File: config.mk
export PLATFORM = sky130hd
export DESIGN_NAME = bankers_safety_and_request_check_core
export DESIGN_NICKNAME = d
export VERILOG_FILES = /design/src/bsrc_pkg.sv /design/src/bankers_safety_and_request_check_core.sv /design/src/bsrc_alu.sv
export SDC_FILE = /design/constraint.sdc
export NUM_CORES = 1
export LEC_CHECK = 0
export ABC_AREA = 1
export BUFFER_PORTS_ARGS = -buffer_cell sky130_fd_sc_hd__buf_2
export CAP_MARGIN = 10
export CORE_MARGIN = 2
export CORE_UTILIZATION = 56
export CTS_CLUSTER_DIAMETER = 100
export DETAILED_ROUTE_END_ITERATION = 12
export PLACE_DENSITY = 0.76
export SETUP_SLACK_MARGIN = 0.15
export SLEW_MARGIN = 40
export SYNTH_ARGS = -nofsm -noshare
export SYNTH_HDL_FRONTEND = slang
export SYNTH_SLANG_ARGS = --single-unit
File: constraint.sdc
create_clock -name clk -period 5.4 [get_ports clk]
set_input_delay 1.35 -clock clk [delete_from_list [all_inputs] [get_ports clk]]
set_output_delay 1.35 -clock clk [all_outputs]
set_load 0.1 [all_outputs]
File: src/bsrc_pkg.sv
// shared constants, codes and types of the banker's safety and request check engine
`default_nettype none

package bsrc_pkg;

    // table geometry
    localparam int NUM_PROCS = 8;
    localparam int NUM_RES   = 4;

    // field widths, fixed by the interface
    localparam int PROC_W  = 3;
    localparam int RES_W   = 2;
    localparam int AMT_W   = 8;
    localparam int KIND_W  = 2;
    localparam int TYPE_W  = 3;
    localparam int WORK_W  = 11;
    localparam int PCNT_W  = 4;
    localparam int RCNT_W  = 3;
    localparam int APB_AW  = 3;
    localparam int APB_DW  = 32;

    localparam int TAB_DEPTH = NUM_PROCS * NUM_RES;
    localparam int ADDR_W    = $clog2(TAB_DEPTH);

    localparam logic [WORK_W-1:0] WORK_MAX = {WORK_W{1'b1}};

    // register index decoded from paddr
    localparam logic CFG_PROC_COUNT = 1'b0;
    localparam logic CFG_RES_COUNT  = 1'b1;

    typedef enum logic [TYPE_W-1:0] {
        REQ_LOAD_ALLOC = 3'd0,
        REQ_LOAD_MAX   = 3'd1,
        REQ_SET_AVAIL  = 3'd2,
        REQ_SAFETY     = 3'd3,
        REQ_STAGE      = 3'd4,
        REQ_SUBMIT     = 3'd5
    } req_type_t;

    typedef enum logic [KIND_W-1:0] {
        KIND_SEQ    = 2'd0,
        KIND_UNSAFE = 2'd1,
        KIND_REQ    = 2'd2
    } res_kind_t;

    typedef enum logic [3:0] {
        ST_IDLE,
        ST_SCAN,
        ST_FIT_RD,
        ST_FIT_EV,
        ST_ADD_RD,
        ST_ADD_EV,
        ST_PASS_END,
        ST_EMIT,
        ST_REQ_RD,
        ST_REQ_EV,
        ST_UPD_RD,
        ST_UPD_EV
    } bsrc_state_t;

    // shared element unit results
    typedef struct packed {
        logic              fits;
        logic              req_ok;
        logic [WORK_W-1:0] work_sum;
        logic [AMT_W-1:0]  alloc_sum;
        logic [AMT_W-1:0]  avail_diff;
    } bsrc_alu_res_t;

endpackage

`default_nettype wire

File: src/bankers_safety_and_request_check_core.sv
// top level of the banker's safety and request check engine
`default_nettype none

// banker's algorithm engine for deadlock avoidance
// requests enter on start/req_type/proc_index/res_index/amount and are taken
// when start is high and busy is low; results leave on result_valid with
// result_kind/proc_out/granted/last, each shown for exactly one cycle
// loads, available writes and staging give no result and leave the engine idle,
// so one of them can be taken every cycle
// a safety check walks the allocation and max-claim memories one element
// at a time through a single shared compare/add unit: each visited process
// has a scan step, a read and an evaluate step per resource for the fit test
// (stopping at the first resource that does not fit) and another read and
// evaluate per resource to add its allocation to work; passes repeat until
// every process is finished or a pass finds none, then the safe sequence
// streams out one entry per cycle (or one unsafe verdict)
// a submit reads and evaluates each resource for the check, then reads and
// updates each resource; its verdict shows in the cycle after the last evaluation
// the receiver cannot stall: results are strobed and never held
// reset clears the sequencer, the work counts, finished flags and staged
// request, and sets proc_count to 8 and res_count to 4; the memories and
// available counts hold nothing defined until written
module bankers_safety_and_request_check_core (
    input  logic                         clk,
    input  logic                         rst_n,
    // configuration port
    input  logic                         psel,
    input  logic                         penable,
    input  logic                         pwrite,
    input  logic [bsrc_pkg::APB_AW-1:0]  paddr,
    input  logic [bsrc_pkg::APB_DW-1:0]  pwdata,
    output logic [bsrc_pkg::APB_DW-1:0]  prdata,
    output logic                         pready,
    // request channel
    input  logic                         start,
    output logic                         busy,
    input  logic [bsrc_pkg::TYPE_W-1:0]  req_type,
    input  logic [bsrc_pkg::PROC_W-1:0]  proc_index,
    input  logic [bsrc_pkg::RES_W-1:0]   res_index,
    input  logic [bsrc_pkg::AMT_W-1:0]   amount,
    // result channel
    output logic                         result_valid,
    output logic [bsrc_pkg::KIND_W-1:0]  result_kind,
    output logic [bsrc_pkg::PROC_W-1:0]  proc_out,
    output logic                         granted,
    output logic                         last
);
    import bsrc_pkg::*;

    // configuration registers
    logic [PCNT_W-1:0] proc_count_reg, proc_count_next;
    logic [RCNT_W-1:0] res_count_reg, res_count_next;

    // sequencer
    bsrc_state_t       state_reg, state_next;
    logic [PROC_W-1:0] p_reg, p_next;
    logic [RES_W-1:0]  r_reg, r_next;
    logic [PCNT_W-1:0] count_reg, count_next;
    logic [PROC_W-1:0] k_reg, k_next;
    logic              found_reg, found_next;

    // small register stores
    logic [NUM_PROCS-1:0] finished_reg, finished_next;
    logic [WORK_W-1:0]    work_reg [NUM_RES];
    logic [WORK_W-1:0]    work_next [NUM_RES];
    logic [AMT_W-1:0]     avail_reg [NUM_RES];
    logic [AMT_W-1:0]     avail_next [NUM_RES];
    logic [AMT_W-1:0]     staged_reg [NUM_RES];
    logic [AMT_W-1:0]     staged_next [NUM_RES];
    logic [PROC_W-1:0]    seq_reg [NUM_PROCS];
    logic [PROC_W-1:0]    seq_next [NUM_PROCS];

    // result registers
    logic              valid_reg, valid_next;
    res_kind_t         kind_reg, kind_next;
    logic [PROC_W-1:0] pout_reg, pout_next;
    logic              grant_reg, grant_next;
    logic              last_reg, last_next;

    // allocation and max-claim memories
    logic [AMT_W-1:0]  alloc_mem [TAB_DEPTH];
    logic [AMT_W-1:0]  max_mem [TAB_DEPTH];
    logic [AMT_W-1:0]  alloc_rd_reg;
    logic [AMT_W-1:0]  max_rd_reg;
    logic              alloc_we;
    logic              max_we;
    logic [ADDR_W-1:0] wr_addr;
    logic [AMT_W-1:0]  wr_data;
    logic [ADDR_W-1:0] rd_addr;
    logic [ADDR_W-1:0] in_addr;

    // control terms
    logic              accept;
    logic              cfg_we;
    logic [PCNT_W-1:0] np_act;
    logic [RCNT_W-1:0] nr_act;
    logic [PROC_W-1:0] np_last;
    logic [RES_W-1:0]  nr_last;
    logic              p_is_last;
    logic              r_is_last;
    logic              p_in_ok;
    logic              r_in_ok;
    logic              p_act_ok;
    logic              emit_last;

    bsrc_alu_res_t     alu_res;

    assign accept  = start && !busy;
    assign cfg_we  = psel && penable && pwrite && pready;
    assign pready  = 1'b1;
    assign busy    = (state_reg != ST_IDLE);

    // active counts, saturated into their legal ranges
    always_comb
    begin
        if (proc_count_reg == '0)
            np_act = PCNT_W'(1);
        else if (proc_count_reg > PCNT_W'(NUM_PROCS))
            np_act = PCNT_W'(NUM_PROCS);
        else
            np_act = proc_count_reg;

        if (res_count_reg == '0)
            nr_act = RCNT_W'(1);
        else if (res_count_reg > RCNT_W'(NUM_RES))
            nr_act = RCNT_W'(NUM_RES);
        else
            nr_act = res_count_reg;
    end

    assign np_last   = PROC_W'(np_act - PCNT_W'(1));
    assign nr_last   = RES_W'(nr_act - RCNT_W'(1));
    assign p_is_last = (p_reg == np_last);
    assign r_is_last = (r_reg == nr_last);
    assign emit_last = (k_reg == np_last);

    assign p_in_ok  = ({1'b0, proc_index} < (PROC_W+1)'(NUM_PROCS));
    assign r_in_ok  = ({1'b0, res_index} < (RES_W+1)'(NUM_RES));
    assign p_act_ok = (PCNT_W'(proc_index) < np_act);

    assign in_addr = ADDR_W'(ADDR_W'(proc_index) * ADDR_W'(NUM_RES) + ADDR_W'(res_index));
    assign rd_addr = ADDR_W'(ADDR_W'(p_reg) * ADDR_W'(NUM_RES) + ADDR_W'(r_reg));

    // register read-back
    always_comb
    begin
        if (paddr[2] == CFG_RES_COUNT)
            prdata = APB_DW'(res_count_reg);
        else
            prdata = APB_DW'(proc_count_reg);
    end

    always_comb
    begin
        proc_count_next = proc_count_reg;
        res_count_next  = res_count_reg;
        if (cfg_we)
        begin
            if (paddr[2] == CFG_PROC_COUNT)
                proc_count_next = pwdata[PCNT_W-1:0];
            else
                res_count_next = pwdata[RCNT_W-1:0];
        end
    end

    // one compare/add unit shared by every element step
    bsrc_alu u_alu (
        .max_val    (max_rd_reg),
        .alloc_val  (alloc_rd_reg),
        .work_val   (work_reg[r_reg]),
        .staged_val (staged_reg[r_reg]),
        .avail_val  (avail_reg[r_reg]),
        .res        (alu_res)
    );

    // next state
    always_comb
    begin
        state_next = state_reg;
        case (state_reg)
            ST_IDLE:
            begin
                if (accept)
                begin
                    if (req_type == REQ_SAFETY)
                        state_next = ST_SCAN;
                    else if (req_type == REQ_SUBMIT && p_act_ok)
                        state_next = ST_REQ_RD;
                end
            end
            ST_SCAN:
            begin
                if (!finished_reg[p_reg])
                    state_next = ST_FIT_RD;
                else if (p_is_last)
                    state_next = ST_PASS_END;
            end
            ST_FIT_RD:
                state_next = ST_FIT_EV;
            ST_FIT_EV:
            begin
                if (!alu_res.fits)
                    state_next = p_is_last ? ST_PASS_END : ST_SCAN;
                else if (r_is_last)
                    state_next = ST_ADD_RD;
                else
                    state_next = ST_FIT_RD;
            end
            ST_ADD_RD:
                state_next = ST_ADD_EV;
            ST_ADD_EV:
            begin
                if (!r_is_last)
                    state_next = ST_ADD_RD;
                else
                    state_next = p_is_last ? ST_PASS_END : ST_SCAN;
            end
            ST_PASS_END:
            begin
                if (count_reg == np_act)
                    state_next = ST_EMIT;
                else if (!found_reg)
                    state_next = ST_IDLE;
                else
                    state_next = ST_SCAN;
            end
            ST_EMIT:
            begin
                if (emit_last)
                    state_next = ST_IDLE;
            end
            ST_REQ_RD:
                state_next = ST_REQ_EV;
            ST_REQ_EV:
            begin
                if (!alu_res.req_ok)
                    state_next = ST_IDLE;
                else if (r_is_last)
                    state_next = ST_UPD_RD;
                else
                    state_next = ST_REQ_RD;
            end
            ST_UPD_RD:
                state_next = ST_UPD_EV;
            ST_UPD_EV:
                state_next = r_is_last ? ST_IDLE : ST_UPD_RD;
            default:
                state_next = ST_IDLE;
        endcase
    end

    // datapath, memory strobes and results
    always_comb
    begin
        p_next        = p_reg;
        r_next        = r_reg;
        count_next    = count_reg;
        k_next        = k_reg;
        found_next    = found_reg;
        finished_next = finished_reg;
        work_next     = work_reg;
        avail_next    = avail_reg;
        staged_next   = staged_reg;
        seq_next      = seq_reg;

        valid_next = 1'b0;
        kind_next  = kind_reg;
        pout_next  = pout_reg;
        grant_next = grant_reg;
        last_next  = last_reg;

        alloc_we = 1'b0;
        max_we   = 1'b0;
        wr_addr  = in_addr;
        wr_data  = amount;

        case (state_reg)
            ST_IDLE:
            begin
                if (accept)
                begin
                    case (req_type)
                        REQ_LOAD_ALLOC:
                            alloc_we = p_in_ok && r_in_ok;
                        REQ_LOAD_MAX:
                            max_we = p_in_ok && r_in_ok;
                        REQ_SET_AVAIL:
                        begin
                            if (r_in_ok)
                                avail_next[res_index] = amount;
                        end
                        REQ_SAFETY:
                        begin
                            for (int i = 0; i < NUM_RES; i++)
                                work_next[i] = WORK_W'(avail_reg[i]);
                            finished_next = '0;
                            count_next    = '0;
                            found_next    = 1'b0;
                            p_next        = '0;
                            k_next        = '0;
                        end
                        REQ_STAGE:
                        begin
                            if (r_in_ok)
                                staged_next[res_index] = amount;
                        end
                        REQ_SUBMIT:
                        begin
                            p_next = proc_index;
                            r_next = '0;
                            // process not in use: refused at once
                            if (!p_act_ok)
                            begin
                                valid_next = 1'b1;
                                kind_next  = KIND_REQ;
                                pout_next  = proc_index;
                                grant_next = 1'b0;
                                last_next  = 1'b1;
                            end
                        end
                        default:
                        begin
                        end
                    endcase
                end
            end
            ST_SCAN:
            begin
                r_next = '0;
                if (finished_reg[p_reg] && !p_is_last)
                    p_next = p_reg + PROC_W'(1);
            end
            ST_FIT_EV:
            begin
                if (!alu_res.fits)
                begin
                    if (!p_is_last)
                        p_next = p_reg + PROC_W'(1);
                end
                else if (r_is_last)
                    r_next = '0;
                else
                    r_next = r_reg + RES_W'(1);
            end
            ST_ADD_EV:
            begin
                work_next[r_reg] = alu_res.work_sum;
                if (r_is_last)
                begin
                    finished_next[p_reg]          = 1'b1;
                    seq_next[count_reg[PROC_W-1:0]] = p_reg;
                    count_next                    = count_reg + PCNT_W'(1);
                    found_next                    = 1'b1;
                    if (!p_is_last)
                        p_next = p_reg + PROC_W'(1);
                end
                else
                    r_next = r_reg + RES_W'(1);
            end
            ST_PASS_END:
            begin
                p_next     = '0;
                found_next = 1'b0;
                if (count_reg != np_act && !found_reg)
                begin
                    valid_next = 1'b1;
                    kind_next  = KIND_UNSAFE;
                    pout_next  = '0;
                    grant_next = 1'b0;
                    last_next  = 1'b1;
                end
            end
            ST_EMIT:
            begin
                valid_next = 1'b1;
                kind_next  = KIND_SEQ;
                pout_next  = seq_reg[k_reg];
                grant_next = 1'b0;
                last_next  = emit_last;
                k_next     = k_reg + PROC_W'(1);
            end
            ST_REQ_EV:
            begin
                if (!alu_res.req_ok)
                begin
                    valid_next = 1'b1;
                    kind_next  = KIND_REQ;
                    pout_next  = p_reg;
                    grant_next = 1'b0;
                    last_next  = 1'b1;
                end
                else if (r_is_last)
                    r_next = '0;
                else
                    r_next = r_reg + RES_W'(1);
            end
            ST_UPD_EV:
            begin
                // move the units from available into the allocation
                alloc_we         = 1'b1;
                wr_addr          = rd_addr;
                wr_data          = alu_res.alloc_sum;
                avail_next[r_reg] = alu_res.avail_diff;
                if (r_is_last)
                begin
                    valid_next = 1'b1;
                    kind_next  = KIND_REQ;
                    pout_next  = p_reg;
                    grant_next = 1'b1;
                    last_next  = 1'b1;
                end
                else
                    r_next = r_reg + RES_W'(1);
            end
            default:
            begin
            end
        endcase
    end

    // table memories, registered read
    always_ff @(posedge clk)
    begin
        if (alloc_we)
            alloc_mem[wr_addr] <= wr_data;
        if (max_we)
            max_mem[wr_addr] <= wr_data;
        alloc_rd_reg <= alloc_mem[rd_addr];
        max_rd_reg   <= max_mem[rd_addr];
    end

    // control state
    always_ff @(posedge clk or negedge rst_n)
    begin
        if (!rst_n)
        begin
            state_reg      <= ST_IDLE;
            proc_count_reg <= PCNT_W'(NUM_PROCS);
            res_count_reg  <= RCNT_W'(NUM_RES);
            p_reg          <= '0;
            r_reg          <= '0;
            count_reg      <= '0;
            k_reg          <= '0;
            found_reg      <= 1'b0;
            finished_reg   <= '0;
            valid_reg      <= 1'b0;
            for (int i = 0; i < NUM_RES; i++)
            begin
                work_reg[i]   <= '0;
                staged_reg[i] <= '0;
            end
        end
        else
        begin
            state_reg      <= state_next;
            proc_count_reg <= proc_count_next;
            res_count_reg  <= res_count_next;
            p_reg          <= p_next;
            r_reg          <= r_next;
            count_reg      <= count_next;
            k_reg          <= k_next;
            found_reg      <= found_next;
            finished_reg   <= finished_next;
            valid_reg      <= valid_next;
            work_reg       <= work_next;
            staged_reg     <= staged_next;
        end
    end

    // payload state: available counts, safe sequence and result fields
    always_ff @(posedge clk)
    begin
        avail_reg <= avail_next;
        seq_reg   <= seq_next;
        kind_reg  <= kind_next;
        pout_reg  <= pout_next;
        grant_reg <= grant_next;
        last_reg  <= last_next;
    end

    assign result_valid = valid_reg;
    assign result_kind  = kind_reg;
    assign proc_out     = pout_reg;
    assign granted      = grant_reg;
    assign last         = last_reg;

endmodule

`default_nettype wire

File: src/bsrc_alu.sv
// shared per-element unit: need, fit compare, saturating work add, request check and update
`default_nettype none

module bsrc_alu (
    input  logic [bsrc_pkg::AMT_W-1:0]  max_val,
    input  logic [bsrc_pkg::AMT_W-1:0]  alloc_val,
    input  logic [bsrc_pkg::WORK_W-1:0] work_val,
    input  logic [bsrc_pkg::AMT_W-1:0]  staged_val,
    input  logic [bsrc_pkg::AMT_W-1:0]  avail_val,
    output bsrc_pkg::bsrc_alu_res_t     res
);
    import bsrc_pkg::*;

    logic [AMT_W-1:0]  need;
    logic [WORK_W:0]   sum_wide;

    always_comb
    begin
        // need clamps at zero
        need = (max_val > alloc_val) ? (max_val - alloc_val) : '0;
        sum_wide = {1'b0, work_val} + (WORK_W+1)'(alloc_val);

        res.fits       = (WORK_W'(need) <= work_val);
        res.req_ok     = (staged_val <= need) && (staged_val <= avail_val);
        res.work_sum   = (sum_wide > (WORK_W+1)'(WORK_MAX)) ? WORK_MAX : sum_wide[WORK_W-1:0];
        res.alloc_sum  = alloc_val + staged_val;
        res.avail_diff = avail_val - staged_val;
    end

endmodule

`default_nettype wire

### After elaboration in Yosys (flattened, before gate mapping)

Memories as Yosys holds them, arrays and structs flattened. A register that Yosys moved wholly into a read port is not among the register bits.
Cells that the tools add are included.

* RAM bits: 512
* logic and storage cells: 282
* output and inout port bits: 42
* bits in registers: 172
* memories kept: 2
* input bits: 57

* reductions and logical operators: 40
* muxes and demuxes: 132
* order comparisons: 17
* bitwise operators: 6
* equality and inequality tests: 39
* add/sub/neg operators: 12

Memory list
* alloc_mem: words 32, bits a word 8, rd ports 1, clocked after memory_dff 1, write ports 1, RTL line bankers_safety_and_request_check_core.sv:81 `logic [AMT_W-1:0] alloc_mem [TAB_DEPTH];`
* max_mem: words 32, bits a word 8, rd ports 1, clocked after memory_dff 1, write ports 1, RTL line bankers_safety_and_request_check_core.sv:82 `logic [AMT_W-1:0] max_mem [TAB_DEPTH];`

Operators by type and width (number)
* $bwmux W32: 3
* $mux W44: 2
* $mux W8: 11
* $pmux W44 S2: 1
* $mux W32: 2
* $pmux W32 S2: 1
* $mux W3: 21
* $mux W4: 14
* $pmux W4 S12: 1
* $bwmux W44: 1
* $mux W11: 4
* $bmux W8 S2: 2
* $demux W8 S2: 2
* $mux W1: 31
* $mux W2: 15
* $pmux W3 S5: 2
* $ne A2 B2 Y1 const B: 14
* $bwmux W24: 1
* $bmux W11 S2: 1
* $demux W11 S2: 1
* $pmux W2 S5: 2
* $eq A4 B3 Y1 const B: 4
* $eq A4 B4 Y1 const B: 4
* $le A8 B8 Y1: 2
* other kinds (61): 104

### Logic depth before layout (Yosys ltp)

* depth in word-level cells: 9
* depth in mapped cells: 25
* depth with buffers taken out: 25

### Hierarchy

A second synthesis with hierarchy kept.

* cells, all modules: 2989
* area total of the unflattened synthesis: 32038.2 um2

Modules (own cells, without submodules)
* bankers_safety_and_request_check_core: area each 29793.6 um2, cells an instance 2590, times used 1
* bsrc_alu: area each 2244.7 um2, cells an instance 399, times used 1

### Worst setup path before layout

Ideal clock, no wire load.

* path kind: reg2reg
* start point: register r_reg[1]
* end point: memory alloc_mem[0][6] (data pin)
* required time: 4698 ps
* stages on the path, launching flop included: 21
* path slack: -592 ps
* data arrival time: 5290 ps
* cells stage by stage: dfrtp_1 -> buf_2 -> inv_1 -> buf_2 -> buf_2 -> buf_2 -> buf_2 -> a21oi_1 -> a32oi_1 -> ha_1 -> inv_1 -> fa_1 -> nor2_1 -> o21ai_0 -> nand2_1 -> nand2_1 -> nand2_1 -> a21oi_1 -> nand2_1 -> nand2_1 -> o21ai_0

* cells in the longest elaborated chain, start to end: 6

Ends and longest elaborated chain
* from (decl): RTL line bankers_safety_and_request_check_core.sv:57 `logic [RES_W-1:0] r_reg, r_next;`
* from (signal assigned): RTL line bankers_safety_and_request_check_core.sv:459 `r_reg <= r_next;`
* $not A2 Y3 (implied by the code): RTL line bankers_safety_and_request_check_core.sv:171 `.staged_val (staged_reg[r_reg]),`
* $bmux W8 S2: RTL line bankers_safety_and_request_check_core.sv:171
* $mux W8 (implied by the code) (2 in series): RTL line bankers_safety_and_request_check_core.sv:171
* $add A8 B8 Y8: RTL line bsrc_alu.sv:26 `res.alloc_sum = alloc_val + staged_val;`
* $mux W8: RTL line bankers_safety_and_request_check_core.sv:277 `case (state_reg)`
* via wr_data[6]: RTL line bankers_safety_and_request_check_core.sv:88 `logic [AMT_W-1:0] wr_data;`
* to (decl): RTL line bankers_safety_and_request_check_core.sv:81

The timed path passes the listed nets, and every way through them passes these cells. The select of a mux whose other input is x is not followed.

### Worst setup path in the final report

* start point: register r_reg[0]
* end point: memory max_mem[30][6] (data pin)

* cells in the longest elaborated chain, start to end: 6

Ends and longest elaborated chain (RTL line)
* $not A2 Y3 (implied by the code): bankers_safety_and_request_check_core.sv:171
* $bmux W8 S2: bankers_safety_and_request_check_core.sv:171
* $mux W8 (implied by the code) (2 in series): bankers_safety_and_request_check_core.sv:171
* $add A8 B8 Y8: bsrc_alu.sv:26
* $mux W8: bankers_safety_and_request_check_core.sv:277
* via wr_data[6]: bankers_safety_and_request_check_core.sv:88
* to (decl): bankers_safety_and_request_check_core.sv:82

The timed path passes the listed nets, and every way through them passes these cells. The select of a mux whose other input is x is not followed.

==> impl_metrics.json <==
{
  "outcome": "complete, no violations",
  "die_x_um": 242,
  "cts_tree": "done",
  "start_util_pct": 56.5,
  "worst-path-buf-inv": 3,
  "fin_util_pct": 63.2,
  "ctsResizeCount": 0,
  "drv_slew": 0,
  "first_global_vias": 22500,
  "drc": 0,
  "synth_top_area_share_pct": 54.3,
  "leakage_nw": 13.6,
  "wirelength_um": 80100,
  "peakVddDrop_uv": 324,
  "gp_congestion": 0.908,
  "ys_seq_area_share_pct": 63.9,
  "reg2reg_to": "max_mem[30][6]",
  "power_density_nw_per_um2": 497,
  "fin_setup_tns_ns": 0,
  "drt-wirelength-per-cell_um": 21.0,
  "synth.avg_cell_area_um2": 10.8,
  "yosys_most_used_dff": "edfxtp_1",
  "clk_pin_slew_ns": 0.06,
  "groute.usage.overall_pct": 27.1,
  "cts_sinks": 700,
  "diodes": 0,
  "cp-end-kind": "flip-flop",
  "path_cells": "inv_8, nand2_1, a32oi_1, ha_1, inv_1, fa_1, nor2_1, o21ai_0, nand2_1, nand2_1, nand2_1, a21oi_1, nand2_1, nand2_1, o21ai_4, buf_4",
  "critPathLaunchType": "flip-flop",
  "synth_area_leaders": "edfxtp_1, dfrtp_1, o21ai_0",
  "die_h_um": 242,
  "grt_remaining_overflow": 0,
  "viasPerCell": 6.03,
  "syn_to_final_growth_pct": 12.0,
  "skew_ns": 0.0352,
  "grt_start_max_net_pins": 153,
  "finalHoldViolCount": 0,
  "hold_end": "work_reg[9]",
  "setup_viol": 0,
  "async_reset_ff_share_pct": 15.6,
  "ant_nets": 0,
  "whs_path_depth": 2,
  "rr_startpoint": "r_reg[0]",
  "fill_cells": 4271,
  "first_pass_iters": 6,
  "grt_pass1_wl_um": 124000,
  "rsz0062_at_grt": "no",
  "htree_levels": 3,
  "path_delay_family": "buffers and inverters",
  "coreArea_um2": 56300,
  "clock_path_buffers": 3,
  "worst_path_most_repeated_cell": "nand2_1",
  "ios": 99,
  "worstHoldStart": "work_reg[9]",
  "fmax_mhz": 244,
  "numCtsBuffers": 73,
  "yosysWarnings": 0,
  "dp_hpwl_um": 49100,
  "io_buffers": 39,
  "min_path_type": "flip-flop to flip-flop",
  "final_cell_mix": "edfxtp_1, nand2_1, nor2_1, o21ai_0, inv_1",
  "worstPathArrival_ns": 4.42,
  "worst_path_max_delay_cell": "dfrtp_4",
  "crit_type": "flip-flop to flip-flop",
  "row_count": 87,
  "max_slew_margin_pct": 40.7,
  "synth_seq_cells": 700,
  "tightestPinTransition_ns": 0.886,
  "yosysTopAreaCell": "edfxtp_1",
  "netlist_area_um2": 31800,
  "required_ns": 5.73,
  "drt-initial-drc-count": 2773,
  "cts-root-buf": "clkbuf_16",
  "path_max_fanout": 64,
  "multiInputGateArea_um2": 10000,
  "drive_gt1_share_pct": 11.5,
  "synth-edff-count": 575,
  "period_minus_slack_ns": 4.09,
  "postCtsSetupBuffers": 0,
  "clk_latency_ns": 0.64,
  "dieArea_um2": 58700,
  "synth_cells": 2951,
  "vias": 23100,
  "cts-hold-fix-buffers": 0,
  "final_common_cell": "edfxtp_1",
  "register_area_um2": 20300,
  "max_stage_delay_ns": 0.69,
  "antenna_found_initial": 0,
  "r2r_slack_ns": 1.31,
  "fin_crit_sh_pct": 75.8,
  "maxCapViolations": 0,
  "nNetsFinal": 3125,
  "r2r_cells": 16,
  "yosys.cell_types.count": 56
}
-- synthesized netlist by cell type, types with 5 or more instances --
master / n
a21oi_1: 103
a221oi_1: 7
a22o_1: 26
a22oi_1: 28
a32oi_1: 14
buf_2: 61
buf_4: 31
buf_6: 6
clkbuf_1: 73
clkinv_1: 5
dfrtp_1: 107
dfxtp_1: 16
edfxtp_1: 575
ha_1: 57
inv_1: 221
inv_2: 9
mux2_2: 23
nand2_1: 436
nand2_2: 7
nand3_1: 55
nand4_1: 24
nor2_1: 376
nor2_2: 9
nor2_4: 6
nor3_1: 70
nor3_2: 8
o211ai_1: 5
o21ai_0: 337
o21ai_1: 5
o21ai_2: 9
o221ai_1: 6
o22ai_1: 164
or2_2: 7
xnor2_1: 6
xor2_1: 18
-- cells by family (layout without fill, tap and decap cells) --
kind of cell | count (synthesis) | count (layout) | share of synthesized area (%)
DFF | 700 | 700 | 63.9
AOI/OAI and AO/OA | 725 | 725 | 13.3
buffers and inverters | 409 | 496 | 5.58
xor gates and xnor gates | 24 | 24 | 0.662
and+or+nand+nor | 1003 | 1003 | 13.1
adders and majority gates | 61 | 61 | 2.50
other | 2 | 29 | 0.0236
muxes | 27 | 27 | 0.941
-- per-stage QoR --
step	cells	cell area, um2	setup WS (ns)	power [W]	hold slack (ns)
floorplan	2978	31900	0.470	0.0109	0.453
global placement	3681	32900	1.43	0.0123	0.468
detailed placement	3688	33100	1.34	0.0126	0.479
CTS	3821	35600	1.32	0.0176	0.493
global route	3821	35600	1.10	0.0186	0.524
finish	3821	35600	1.31	0.0177	0.494
-- worst max-delay path by stage --
stage                        start               to  slack [ns]  cells past startpoint
after floorplan           r_reg[1]  alloc_mem[0][6]        0.47                     20
after global placement    r_reg[0]   max_mem[30][6]        1.43                     16
after detailed placement  r_reg[0]   max_mem[18][6]        1.34                     16
after CTS                 r_reg[0]    max_mem[9][6]        1.32                     16
after global routing      r_reg[0]   max_mem[30][6]        1.10                     16
final                     r_reg[0]   max_mem[30][6]        1.31                     16
-- tightest hold or removal path: stages, from the launching register on --
cell and delay [ns]:
dfrtp_1 0.35, nand2_1 0.05, o21ai_0 0.06
-- layer usage --
metal  track usage, %  up-vias  part of all wire [%]
li1                 -    10500                     -
met1             36.0    11200                    39
met2             44.7     1123                    48
met3             4.67      229                   8.3
met4             11.2        0                   3.9
met5                0        -                     0
-- report_power, final --
group	internal, W	switching, W	leakage (nW)
combinational	0.00186	0.00401	5.75
clock	0.00298	0.00211	1.19
sequential	0.00633	0.000368	6.63
total	0.0112	0.00650	13.6
-- area by class of cell --
class | instances | share of cell area, %
repair buffers | 128 | 2.69
flip-flops and latches | 700 | 57.1
clock buffers | 88 | 5.35
clock inverters | 45 | 1.54
inverters | 235 | 2.51
well taps | 756 | 2.66
multi-input cells | 1869 | 28.1
Power figures use the tool's default switching activity.
